$ cat src/rtl/cleb_pkg.sv
`default_nettype none

package cleb_pkg;

  typedef enum logic [2:0] {
    ACT_INSERT = 3'd0,
    ACT_LEFT   = 3'd1,
    ACT_RIGHT  = 3'd2,
    ACT_BKSP   = 3'd3,
    ACT_READ   = 3'd4
  } action_e;

  typedef enum logic [1:0] {
    STAT_DONE     = 2'd0,
    STAT_BOUNDARY = 2'd1,
    STAT_FULL     = 2'd2,
    STAT_RANGE    = 2'd3
  } status_e;

  localparam int unsigned OUT_CNT_W = 11;
  localparam int unsigned POS_W     = 10;
  localparam int unsigned CHAR_W    = 8;
  localparam int unsigned ACT_W     = 3;
  localparam int unsigned STAT_W    = 2;

  // commands from controller to datapath
  typedef struct packed {
    logic capture;  // request taken: latch fields, start memory read
    logic commit;   // write back, update counts, load result
  } cleb_cmd_t;

endpackage

`default_nettype wire

$ cat src/rtl/cleb_ctrl.sv
`default_nettype none

module cleb_ctrl import cleb_pkg::*; (
  input  wire logic clk_i,
  input  wire logic rst_ni,
  input  wire logic in_valid_i,
  output logic      in_ready_o,
  output logic      out_valid_o,
  input  wire logic out_ready_i,
  output cleb_cmd_t cmd_o
);

  typedef enum logic [1:0] {
    ST_IDLE = 2'b01,
    ST_EXEC = 2'b10
  } state_e;

  state_e state_q, state_d;
  logic   out_valid_q, out_valid_d;

  always_comb begin
    state_d         = state_q;
    out_valid_d     = out_valid_q;
    in_ready_o      = 1'b0;
    cmd_o.capture   = 1'b0;
    cmd_o.commit    = 1'b0;
    if (out_valid_q && out_ready_i) begin
      out_valid_d = 1'b0;
    end
    unique case (state_q)
      ST_IDLE: begin
        in_ready_o    = 1'b1;
        cmd_o.capture = in_valid_i;
        if (in_valid_i) begin
          state_d = ST_EXEC;
        end
      end
      ST_EXEC: begin
        // result slot must be free or freeing
        if (!out_valid_q || out_ready_i) begin
          cmd_o.commit = 1'b1;
          out_valid_d  = 1'b1;
          state_d      = ST_IDLE;
        end
      end
      default: begin
        state_d = ST_IDLE;
      end
    endcase
  end

  always_ff @(posedge clk_i or negedge rst_ni) begin
    if (!rst_ni) begin
      state_q     <= ST_IDLE;
      out_valid_q <= 1'b0;
    end else begin
      state_q     <= state_d;
      out_valid_q <= out_valid_d;
    end
  end

  assign out_valid_o = out_valid_q;

endmodule

`default_nettype wire

$ cat config.mk
export PLATFORM = sky130hd
export DESIGN_NAME = cleb_ctrl
export DESIGN_NICKNAME = d
export VERILOG_FILES = /design/src/rtl/cleb_pkg.sv /design/src/rtl/cleb_ctrl.sv
export SDC_FILE = /design/constraint.sdc
export NUM_CORES = 1
export LEC_CHECK = 0
export ABC_AREA = 1
export BUFFER_PORTS_ARGS = -buffer_cell sky130_fd_sc_hd__clkbuf_2
export CORE_AREA = 2 2 39 41
export CTS_CLUSTER_DIAMETER = 60
export CTS_CLUSTER_SIZE = 12
export DETAILED_ROUTE_END_ITERATION = 8
export DIE_AREA = 0 0 41 43
export HOLD_SLACK_MARGIN = 0.06
export SYNTH_ARGS = -nofsm -noshare
export SYNTH_HDL_FRONTEND = slang
export SYNTH_SLANG_ARGS = --single-unit
$ cat constraint.sdc
create_clock -name clk_i -period 1.1 [get_ports clk_i]
set_input_delay 0.055 -clock clk_i [delete_from_list [all_inputs] [get_ports clk_i]]
set_output_delay 0.055 -clock clk_i [all_outputs]
set_load 0.1 [all_outputs]
Word-level counts from Yosys, hierarchy flattened
Cells that the tools add are included.
- flip-flop bits (word level): 3
- bits of input ports: 4
- output and inout bits: 4
- equal/unequal tests: 4
- multiplexer cells: 10
- reductions and logical operators: 4
- operators by type and width (operator ; number):
    $mux 1 ; 7
    $mux 2 ; 2
    $ne 2x2->1 const B ; 2
    $pmux 2 s2 ; 1
    $eq 2x1->1 const B ; 1
    $eq 2x2->1 const B ; 1
    $reduce_and 2->1 ; 1
    $logic_and 1x1->1 ; 1
    $logic_not 1->1 ; 1
    $logic_or 1x1->1 ; 1

Longest topological paths before layout
Gate-level depths: netlist of run 1.
- depth after elaboration: 4
- mapped depth: 5
- gate-level depth less buffers: 5

Least setup slack after synthesis of run 1
OpenSTA, ideal clock, no wires.
- path type: register -> output
- from: register out_valid_q (netlist: out_valid_o)
- to: output port cmd_o[0] in the netlist's numbering
- arrival: 2.285 ns
- data required time: 1.045 ns
- setup slack: -1.240 ns
- cell stages (with the launch flop): 4
- path buffers: 0
- cell sequence: dfrtp_1 -> nand2_1 -> inv_1 -> nor2_1
- RTL lines (element ; line ; RTL):
    start, declared ; cleb_ctrl.sv:19 ; logic out_valid_q, out_valid_d;
    start signal, assigned ; cleb_ctrl.sv:58 ; out_valid_q <= out_valid_d;
    end, declared ; cleb_ctrl.sv:10 ; output cleb_cmd_t cmd_o

==> results_dict.tcl, run 1 <==
set metrics [dict create \
    clk_pin_slew_worst_paths_ns 0.04 \
    drtAntennaViolNets 0 \
    p_sw_uw 264 \
    layout-drive-gt1-share_pct 60.5 \
    worst-path-buf-inv 2 \
    htree_levels 1 \
    p_comb_share_pct 48.0 \
    status "finished with violations" \
    drt-wirelength-per-cell_um 6.67 \
    final_cell_mix "5 x inv_1, 4 x nand2_1, 4 x buf_12, 4 x buf_4" \
    post-route-util_pct 27.1 \
    syn_inst 21 \
    power.leakage_nw 0.204 \
    cp-start-kind "flop" \
    setup_violations 3 \
    drt_iter0_drc 2 \
    hold_viol 0 \
    internal_power_uw 384 \
    wirelength_um 360 \
    drcViolationCount 0 \
    tightest_slew_ns 0.112 \
    pwr-share-seq_pct 21.9 \
    dp_slack_ns 0.0956 \
    grt-ovfl-total 0 \
    path_cells "inv_1 > nand2_2 > nor2_4 > buf_12" \
    initial_utilization_pct 10.6 \
    vias 178 \
    end_kind "primary output" \
    numCtsBuffers 3 \
    max-clock-path-buffers 2 \
    port-buffer-count 7 \
    min_period_ns 1.20 \
    synthAdderAreaFrac_pct 0 \
    grt_pass1_vias 183 \
    slew_headroom_pct 92.5 \
    nFillCells 155 \
    ys_ff_latch 3 \
    violations "negative setup slack" \
    die_width_um 41 \
    critPathMaxStageDelay_ns 0.54 \
    ios 8 \
    cp_top_family "flip-flops" \
    peakVddDrop_mv 0.469 \
    fp-row-count 14 \
    root_buffer "clkbuf_4" \
    grt_max_degree 5 \
    cts_tree "done" \
    final_common_cell "inv_1" \
    swShare_pct 40.8 \
    dp_hpwl_um 263 \
    period_share_pct 109 \
    die_area_um2 1760 \
    final_nets 43 \
    drv_slew 0 \
    finalWorstSetupSlack_ns -0.0992 \
    core-area_um2 1380 \
    grt_usage_pct 5.14 \
    synthesis.nets 25 \
    seq_area_um2 80.1 \
    total_power_uw 648 \
    synth_xor_area_share_pct 0 \
    insertion_delay_ns 0.23 \
    max_freq_ghz 0.834 \
    cts_sinks 3 \
    multi_input_area_um2 73.8 \
    n_antenna_cell 0 \
    maxCapViolCount 0 \
    synth.yosys.seq_area_share_pct 52.1 \
    clkPwrFrac_pct 30.0 \
    fin_hold_ws_ns 0.0959 \
    rsz0062_at_grt "true" \
    cp_data_arrival_time_ns 1.14 \
    die_h_um 43 \
    yosys.area_share.simple_pct 29.9 \
    syn_to_final_growth_pct 156 \
    synth_mux_area_share_pct 0 \
    drtPass1Iterations 2 \
    cpMaxStageDelayCell "dfstp_2" \
    synth_area_um2 146 \
    hold_class "primary input to flop" \
    synth_warnings 0 \
    synth-compound-area-share_pct 0 \
    grt_pass1_wl_um 552 \
    cp_max_fo 4 \
    crit_type "flop to primary output" \
    synth_top_family_by_area "simple AND/OR/NAND/NOR gates" \
    antenna_found_initial 0 \
    vias_per_cell 3.30 \
    p_per_area_nw_per_um2 1730 \
    synth_area_per_cell_um2 6.97 \
    gp_congestion 0.676 \
    required_ns 1.04 \
    synth_cell_type_count 6 \
    clock_skew_ns 0.000865 \
]
area by class of cell:
| cell class | count | share of cell area [%] |
|---|---|---|
| timing repair buffer | 13 | 38.7 |
| sequential | 3 | 21.3 |
| inverter | 7 | 8.00 |
| tap | 16 | 5.33 |
| multi-input combinational | 11 | 19.7 |
| clock buffer | 4 | 7.00 |
worst register-to-register path, cell delays in order, from the launching register on:
cell,delay [ns]
dfstp_2,0.54
inv_1,0.05
nand2_2,0.11
buf_4,0.12
nand2_1,0.04
through the flow:
step / instance area (um2) / TNS [ns] / cells
3_5_place_dp: 297 / 0 / 44
4_1_cts: 360 / -0.268 / 52
3_3_place_gp: 297 / 0 / 44
2_1_floorplan: 181 / -0.541 / 21
5_1_grt: 375 / -0.361 / 54
6_report: 375 / -0.249 / 54
power groups by stage:
stage	Clock [mW]	Combinational [mW]	Sequential [mW]
finish	0.194	0.311	0.142
global route	0.208	0.324	0.144
CTS	0.203	0.299	0.143
global placement	0	0.278	0.145
detailed placement	0	0.278	0.146
floorplan	0	0.152	0.176
metal layers:
layer | track usage [%] | up-vias | share of wire (%)
li1 | - | 90 | -
met1 | 4.22 | 85 | 33
met2 | 7.19 | 3 | 63
met3 | 3.14 | 0 | 4.2
met4 | 6.00 | 0 | 0
met5 | 0 | - | 0
synthesized netlist by cell type:
library cell	count	share of area [%]
inv_1	7	18
nand2_1	7	18
dfrtp_1	2	34
nor2_1	3	7.7
dfstp_2	1	18
nor2_2	1	4.3
state kept, by name, summed over array words and instances, names as in the netlist:
register and count:
out_valid_o 1, state_q 2
cell families (layout without fill, tap and decap cells):
group                  Yosys count  in the layout
and+or+nand+nor                 11             11
DFF                              3              3
buffers and inverters            7             24
timing repair:
action | in CTS | in global routing
hold buffers | 2 | 0
hold endpoints to repair | 4 | 0
buffers inserted | 2 | 2
endpoints found under the setup margin | 3 | 3
pin swaps | 1 | 1
gates resized for setup | 1 | 0
final timing paths:
kind,from,endpoint,slack [ns],cells past startpoint
worst min-delay path,out_ready_i,out_valid_o,0.1,4
worst min register to register,out_valid_o,out_valid_o,0.54,2
min in group asynchronous,rst_ni,state_q[1],0.15,2
worst max register to register,state_q[0],out_valid_o,0.13,4
max in group asynchronous,rst_ni,state_q[0],0.75,2
worst max-delay path,state_q[0],cmd_o[0],-0.1,4
No activity file was read; power rests on OpenSTA's default activity.
==> run 2: changes to the inputs <==
--- a/config.mk
+++ b/config.mk
@@ -5,7 +5,6 @@
 export SDC_FILE = /design/constraint.sdc
 export NUM_CORES = 1
 export LEC_CHECK = 0
-export ABC_AREA = 1
 export BUFFER_PORTS_ARGS = -buffer_cell sky130_fd_sc_hd__clkbuf_2
 export CORE_AREA = 2 2 39 41
 export CTS_CLUSTER_DIAMETER = 60
==> results_dict.tcl, run 2 <==
set metrics [dict create \
    status "finished with violations" \
    violations "negative setup slack" \
    nFillCells 145 \
    grt-ovfl-total 0 \
    seq_area_um2 80.1 \
    syn_inst 11 \
    antenna_found_initial 0 \
    synth_top_cell_by_area "dfrtp_1" \
    drt-wirelength-per-cell_um 7.56 \
    cpMaxStageDelayCell "dfstp_2" \
    vias 125 \
    hold_viol 0 \
    synth_area_leaders "dfrtp_1 38%, dfstp_2 20%, nand2b_1 9.5%" \
    setup_violations 3 \
    min_period_ns 1.21 \
    maxCapViolCount 0 \
    drcViolationCount 0 \
    fp-row-count 14 \
    worst-path-buf-inv 1 \
    grt_pass1_vias 131 \
    clk_pin_slew_worst_paths_ns 0.04 \
    ys_ff_latch 3 \
    cp_top_family "flip-flops" \
    clock_skew_ns 0.000344 \
    numCtsBuffers 3 \
    dp.cells 34 \
    fin_hold_ws_ns 0.116 \
    path_cells "and3b_4 > buf_12" \
    vias_per_cell 2.91 \
    critPathMaxStageDelay_ns 0.54 \
    final_cell_mix "4 x buf_12, 4 x buf_4, 3 x clkbuf_4, 3 x clkbuf_2" \
    gp_congestion 0.613 \
    wirelength_um 325 \
    cp-start-kind "flop" \
    power.leakage_nw 0.175 \
    max-clock-path-buffers 2 \
    async_flop_share_pct 100 \
    use_met3_pct 3.14 \
    drtAntennaViolNets 0 \
    grt_usage_pct 4.62 \
    drt_iter0_drc 0 \
    die_width_um 41 \
    drtPass1Iterations 1 \
    cts_tree "done" \
    period_share_pct 110 \
    core-area_um2 1380 \
    max_freq_ghz 0.829 \
    ys_top_cells_by_count "2 x dfrtp_1, 2 x nand2b_1, 2 x nor2b_1" \
    rsz0062_at_grt "true" \
    tightest_slew_ns 0.150 \
    required_ns 1.04 \
    hold_class "primary input to flop" \
    die_area_um2 1760 \
    layout-drive-gt1-share_pct 77.8 \
    root_buffer "clkbuf_4" \
    grt_use_met2_pct 3.75 \
    synthDominantCellAreaShare_pct 38.1 \
    p_per_area_nw_per_um2 1820 \
    grt_max_degree 5 \
    drv_slew 0 \
    peakVddDrop_mv 0.609 \
    largest_reg_flops 2 \
    post-route-util_pct 25.3 \
    cts_sinks 3 \
    grt_pass1_wl_um 462 \
    synth_area_per_cell_um2 11.9 \
    final_nets 32 \
    gr-max-usage-layer "met1" \
    synth_cell_type_count 8 \
    die_h_um 43 \
    cp_max_fo 3 \
    initial_utilization_pct 9.49 \
    slew_headroom_pct 90.0 \
    crit_type "flop to primary output" \
    syn_to_final_growth_pct 167 \
    htree_levels 1 \
    dp_hpwl_um 232 \
    end_kind "primary output" \
    synth-edff-count 0 \
    synth_area_um2 131 \
    synth_warnings 0 \
    finalWorstSetupSlack_ns -0.106 \
    cp_data_arrival_time_ns 1.15 \
    multi_input_area_um2 88.8 \
    fin_cells 43 \
    port-buffer-count 7 \
    insertion_delay_ns 0.23 \
    n_antenna_cell 0 \
    met1_usage_pct 6.13 \
    synth.yosys.seq_area_share_pct 58.1 \
    ios 8 \
    regMostFlops "state_q" \
    synth_flop_cell "dfrtp_1" \
    synthesis.nets 15 \
]
run 2: cell families after synthesis:
kind of cell | Yosys count | share of synthesized area (%)
AOI/OAI and AO/OA | 2 | 13.3
DFF | 3 | 58.1
and+or+nand+nor | 6 | 28.6
run 2: stage by stage:
stage	total power [mW]	setup slack, ns	instance area, um2	TNS, ns
floorplan	0.318	-0.278	154	-0.435
global placement	0.412	0.0630	269	0
detailed placement	0.413	0.0657	269	0
CTS	0.635	-0.123	330	-0.304
global route	0.665	-0.135	350	-0.337
finish	0.638	-0.106	350	-0.245
run 2: power breakdown:
group | internal (mW) | switching [mW]
registers | 0.131 | 0.0139
logic | 0.129 | 0.174
clock network | 0.136 | 0.0543
total | 0.396 | 0.242
run 2: worst reg2reg max path: stages (launching register included):
cell and delay [ns]:
dfstp_2 0.54, and3b_4 0.21, buf_4 0.11, o21ba_1 0.13
run 2: what timing repair did:
item,in CTS,in global routing
hold buffers,1,0
hold endpoints to repair,3,0
resized for setup,2,1
buffers inserted,2,2
setup endpoints to repair,3,4
run 2: area by class of cell:
type	count	area share [%]
Multi-Input combinational cell	8	25.4
Clock buffer	4	7.50
Sequential cell	3	22.9
Timing Repair Buffer	12	38.6
Tap cell	16	5.71
run 2: worst paths after layout:
kind / slack [ns] / start / depth (start not counted) / end
max: -0.11 / state_q[0] / 2 / cmd_o[1]
min: 0.12 / out_ready_i / 3 / out_valid_o
max reg2reg: 0.04 / state_q[0] / 3 / state_q[0]
min reg2reg: 0.56 / out_valid_o / 2 / out_valid_o
max in group asynchronous: 0.74 / rst_ni / 2 / state_q[0]
min in group asynchronous: 0.16 / rst_ni / 2 / state_q[1]
run 2: per-layer routing:
layer  routed length (um)  up-vias
li1                     -       68
met3                   46        0
met5                    0        -
met4                    0        0
met2                  114        8
met1                  164       49
==> run 3: changes to the inputs <==
--- a/config.mk
+++ b/config.mk
@@ -15,3 +15,4 @@
 export SYNTH_ARGS = -nofsm -noshare
 export SYNTH_HDL_FRONTEND = slang
 export SYNTH_SLANG_ARGS = --single-unit
+export TNS_END_PERCENT = 10
==> results_dict.tcl, run 3 (synthesis results as in run 2) <==
set metrics [dict create \
    violations "negative setup slack" \
    total_power_uw 613 \
    cts_sinks 3 \
    required_ns 1.04 \
    finalWorstSetupSlack_ns -0.112 \
    htree_levels 1 \
    p_sw_uw 236 \
    numCtsBuffers 3 \
    grt_usage_pct 5.43 \
    clock_skew_ns 0.00160 \
    drv_slew 0 \
    status "finished with violations" \
    clk_pin_slew_worst_paths_ns 0.04 \
    max-clock-path-buffers 2 \
    cp_data_arrival_time_ns 1.16 \
    max_freq_ghz 0.825 \
    hold_viol 0 \
    peakVddDrop_mv 0.593 \
    setup_violations 3 \
    cts_tree "done" \
    clkPwrFrac_pct 31.1 \
    vias_per_cell 3.00 \
    multi_input_area_um2 81.3 \
    dpl_cell_area_um2 267 \
    port-buffer-count 7 \
    pwr-share-seq_pct 23.5 \
    initial_utilization_pct 9.49 \
    rsz0062_at_grt "true" \
    final_common_cell "buf_12" \
    swShare_pct 38.6 \
    syn_to_final_growth_pct 144 \
    root_buffer "clkbuf_4" \
    largest_reg_flops 2 \
    final_nets 29 \
    regMostFlops "state_q" \
    grt_pass1_wl_um 517 \
    n_antenna_cell 0 \
    tightest_slew_ns 0.155 \
    insertion_delay_ns 0.23 \
    drt_iter0_drc 1 \
    slew_headroom_pct 89.7 \
    period_share_pct 110 \
    layout-drive-gt1-share_pct 75.0 \
    min_period_ns 1.21 \
    grt-ovfl-total 0 \
    die_width_um 41 \
    cp_max_fo 3 \
    drt-wirelength-per-cell_um 7.78 \
    cp-start-kind "flop" \
    wirelength_um 311 \
    end_kind "primary output" \
    p_comb_share_pct 45.4 \
    grt_pass1_vias 138 \
    internal_power_uw 377 \
    crit_type "flop to primary output" \
    dp.cells 34 \
    fp-row-count 14 \
    maxCapViolCount 0 \
    gp_congestion 0.629 \
    grt_max_degree 5 \
    power.leakage_nw 0.155 \
    nFillCells 143 \
    die_area_um2 1760 \
    vias 120 \
    drcViolationCount 0 \
    antenna_found_initial 0 \
    die_h_um 43 \
    final_cell_mix "4 x buf_12, 3 x clkbuf_4, 3 x clkbuf_2" \
    p_per_area_nw_per_um2 1910 \
    seq_area_um2 80.1 \
    drtPass1Iterations 2 \
    design_area_um2 320 \
    drtAntennaViolNets 0 \
    ios 8 \
    hold_class "primary input to flop" \
    core-area_um2 1380 \
    fin_cells 40 \
]
==> run 3: cell count changes in the layout (fill, tap and decap cells not counted) <==
cell | previous run | this run
and3b_2 | 0 | 1
nand2b_2 | 0 | 1
buf_4 | 4 | 1
nand2b_4 | 2 | 1
and3b_4 | 1 | 0
==> run 3: layer usage <==
| metal | global-route usage [%] | up-vias | part of all wire (%) |
|---|---|---|---|
| li1 | - | 61 | - |
| met5 | 0 | - | 0 |
| met3 | 4.71 | 0 | 13 |
| met2 | 4.69 | 7 | 41 |
| met4 | 8.00 | 0 | 0 |
| met1 | 5.83 | 52 | 46 |
==> run 3: final timing paths <==
check	endpoint	depth (start not counted)	slack, ns	start
max in group asynchronous	state_q[0]	2	0.73	rst_ni
setup / recovery	cmd_o[1]	2	-0.11	state_q[0]
hold reg to reg	out_valid_o	2	0.56	out_valid_o
setup reg to reg	state_q[0]	2	0.13	state_q[0]
min in group asynchronous	state_q[1]	2	0.16	rst_ni
hold / removal	out_valid_o	3	0.11	out_ready_i
==> run 3: what timing repair did <==
| item | 4_1_cts | 5_1_grt |
|---|---|---|
| setup endpoints to repair | 3 | 3 |
| hold buffers | 1 | 0 |
| buffers inserted | 1 | 0 |
| gates resized for setup | 2 | 0 |
| endpoints found under the hold margin | 3 | 0 |
| pin swaps | 1 | 0 |
==> run 3: critical path: stages, from the launching register on <==
cell and delay (ns):
dfstp_2 0.52, and3b_2 0.22, buf_12 0.18
==> run 3: power groups by stage <==
| stage | clock (mW) | sequential [mW] | combinational, mW |
|---|---|---|---|
| 6_report | 0.191 | 0.144 | 0.278 |
| 5_1_grt | 0.220 | 0.146 | 0.288 |
| 4_1_cts | 0.204 | 0.144 | 0.280 |
| 3_5_place_dp | 0 | 0.145 | 0.263 |
| 3_3_place_gp | 0 | 0.144 | 0.263 |
| 2_1_floorplan | 0 | 0.175 | 0.138 |
==> run 3: cell type report <==
type | instances | area share, %
sequential | 3 | 25.0
tap | 16 | 6.25
timing repair buffer | 9 | 35.2
multi-input combinational | 8 | 25.4
clock buffer | 4 | 8.20
==> run 3: through the flow <==
stage	utilization, %	hold WS, ns	worst slack (ns)	TNS, ns
floorplan	-	-0.241	-0.278	-0.681
global placement	19.3	-0.146	0.0667	0
detailed placement	19.3	-0.141	0.0637	0
CTS	23.1	0.0962	-0.131	-0.297
global route	23.1	0.0967	-0.169	-0.409
finish	23.1	0.105	-0.112	-0.245
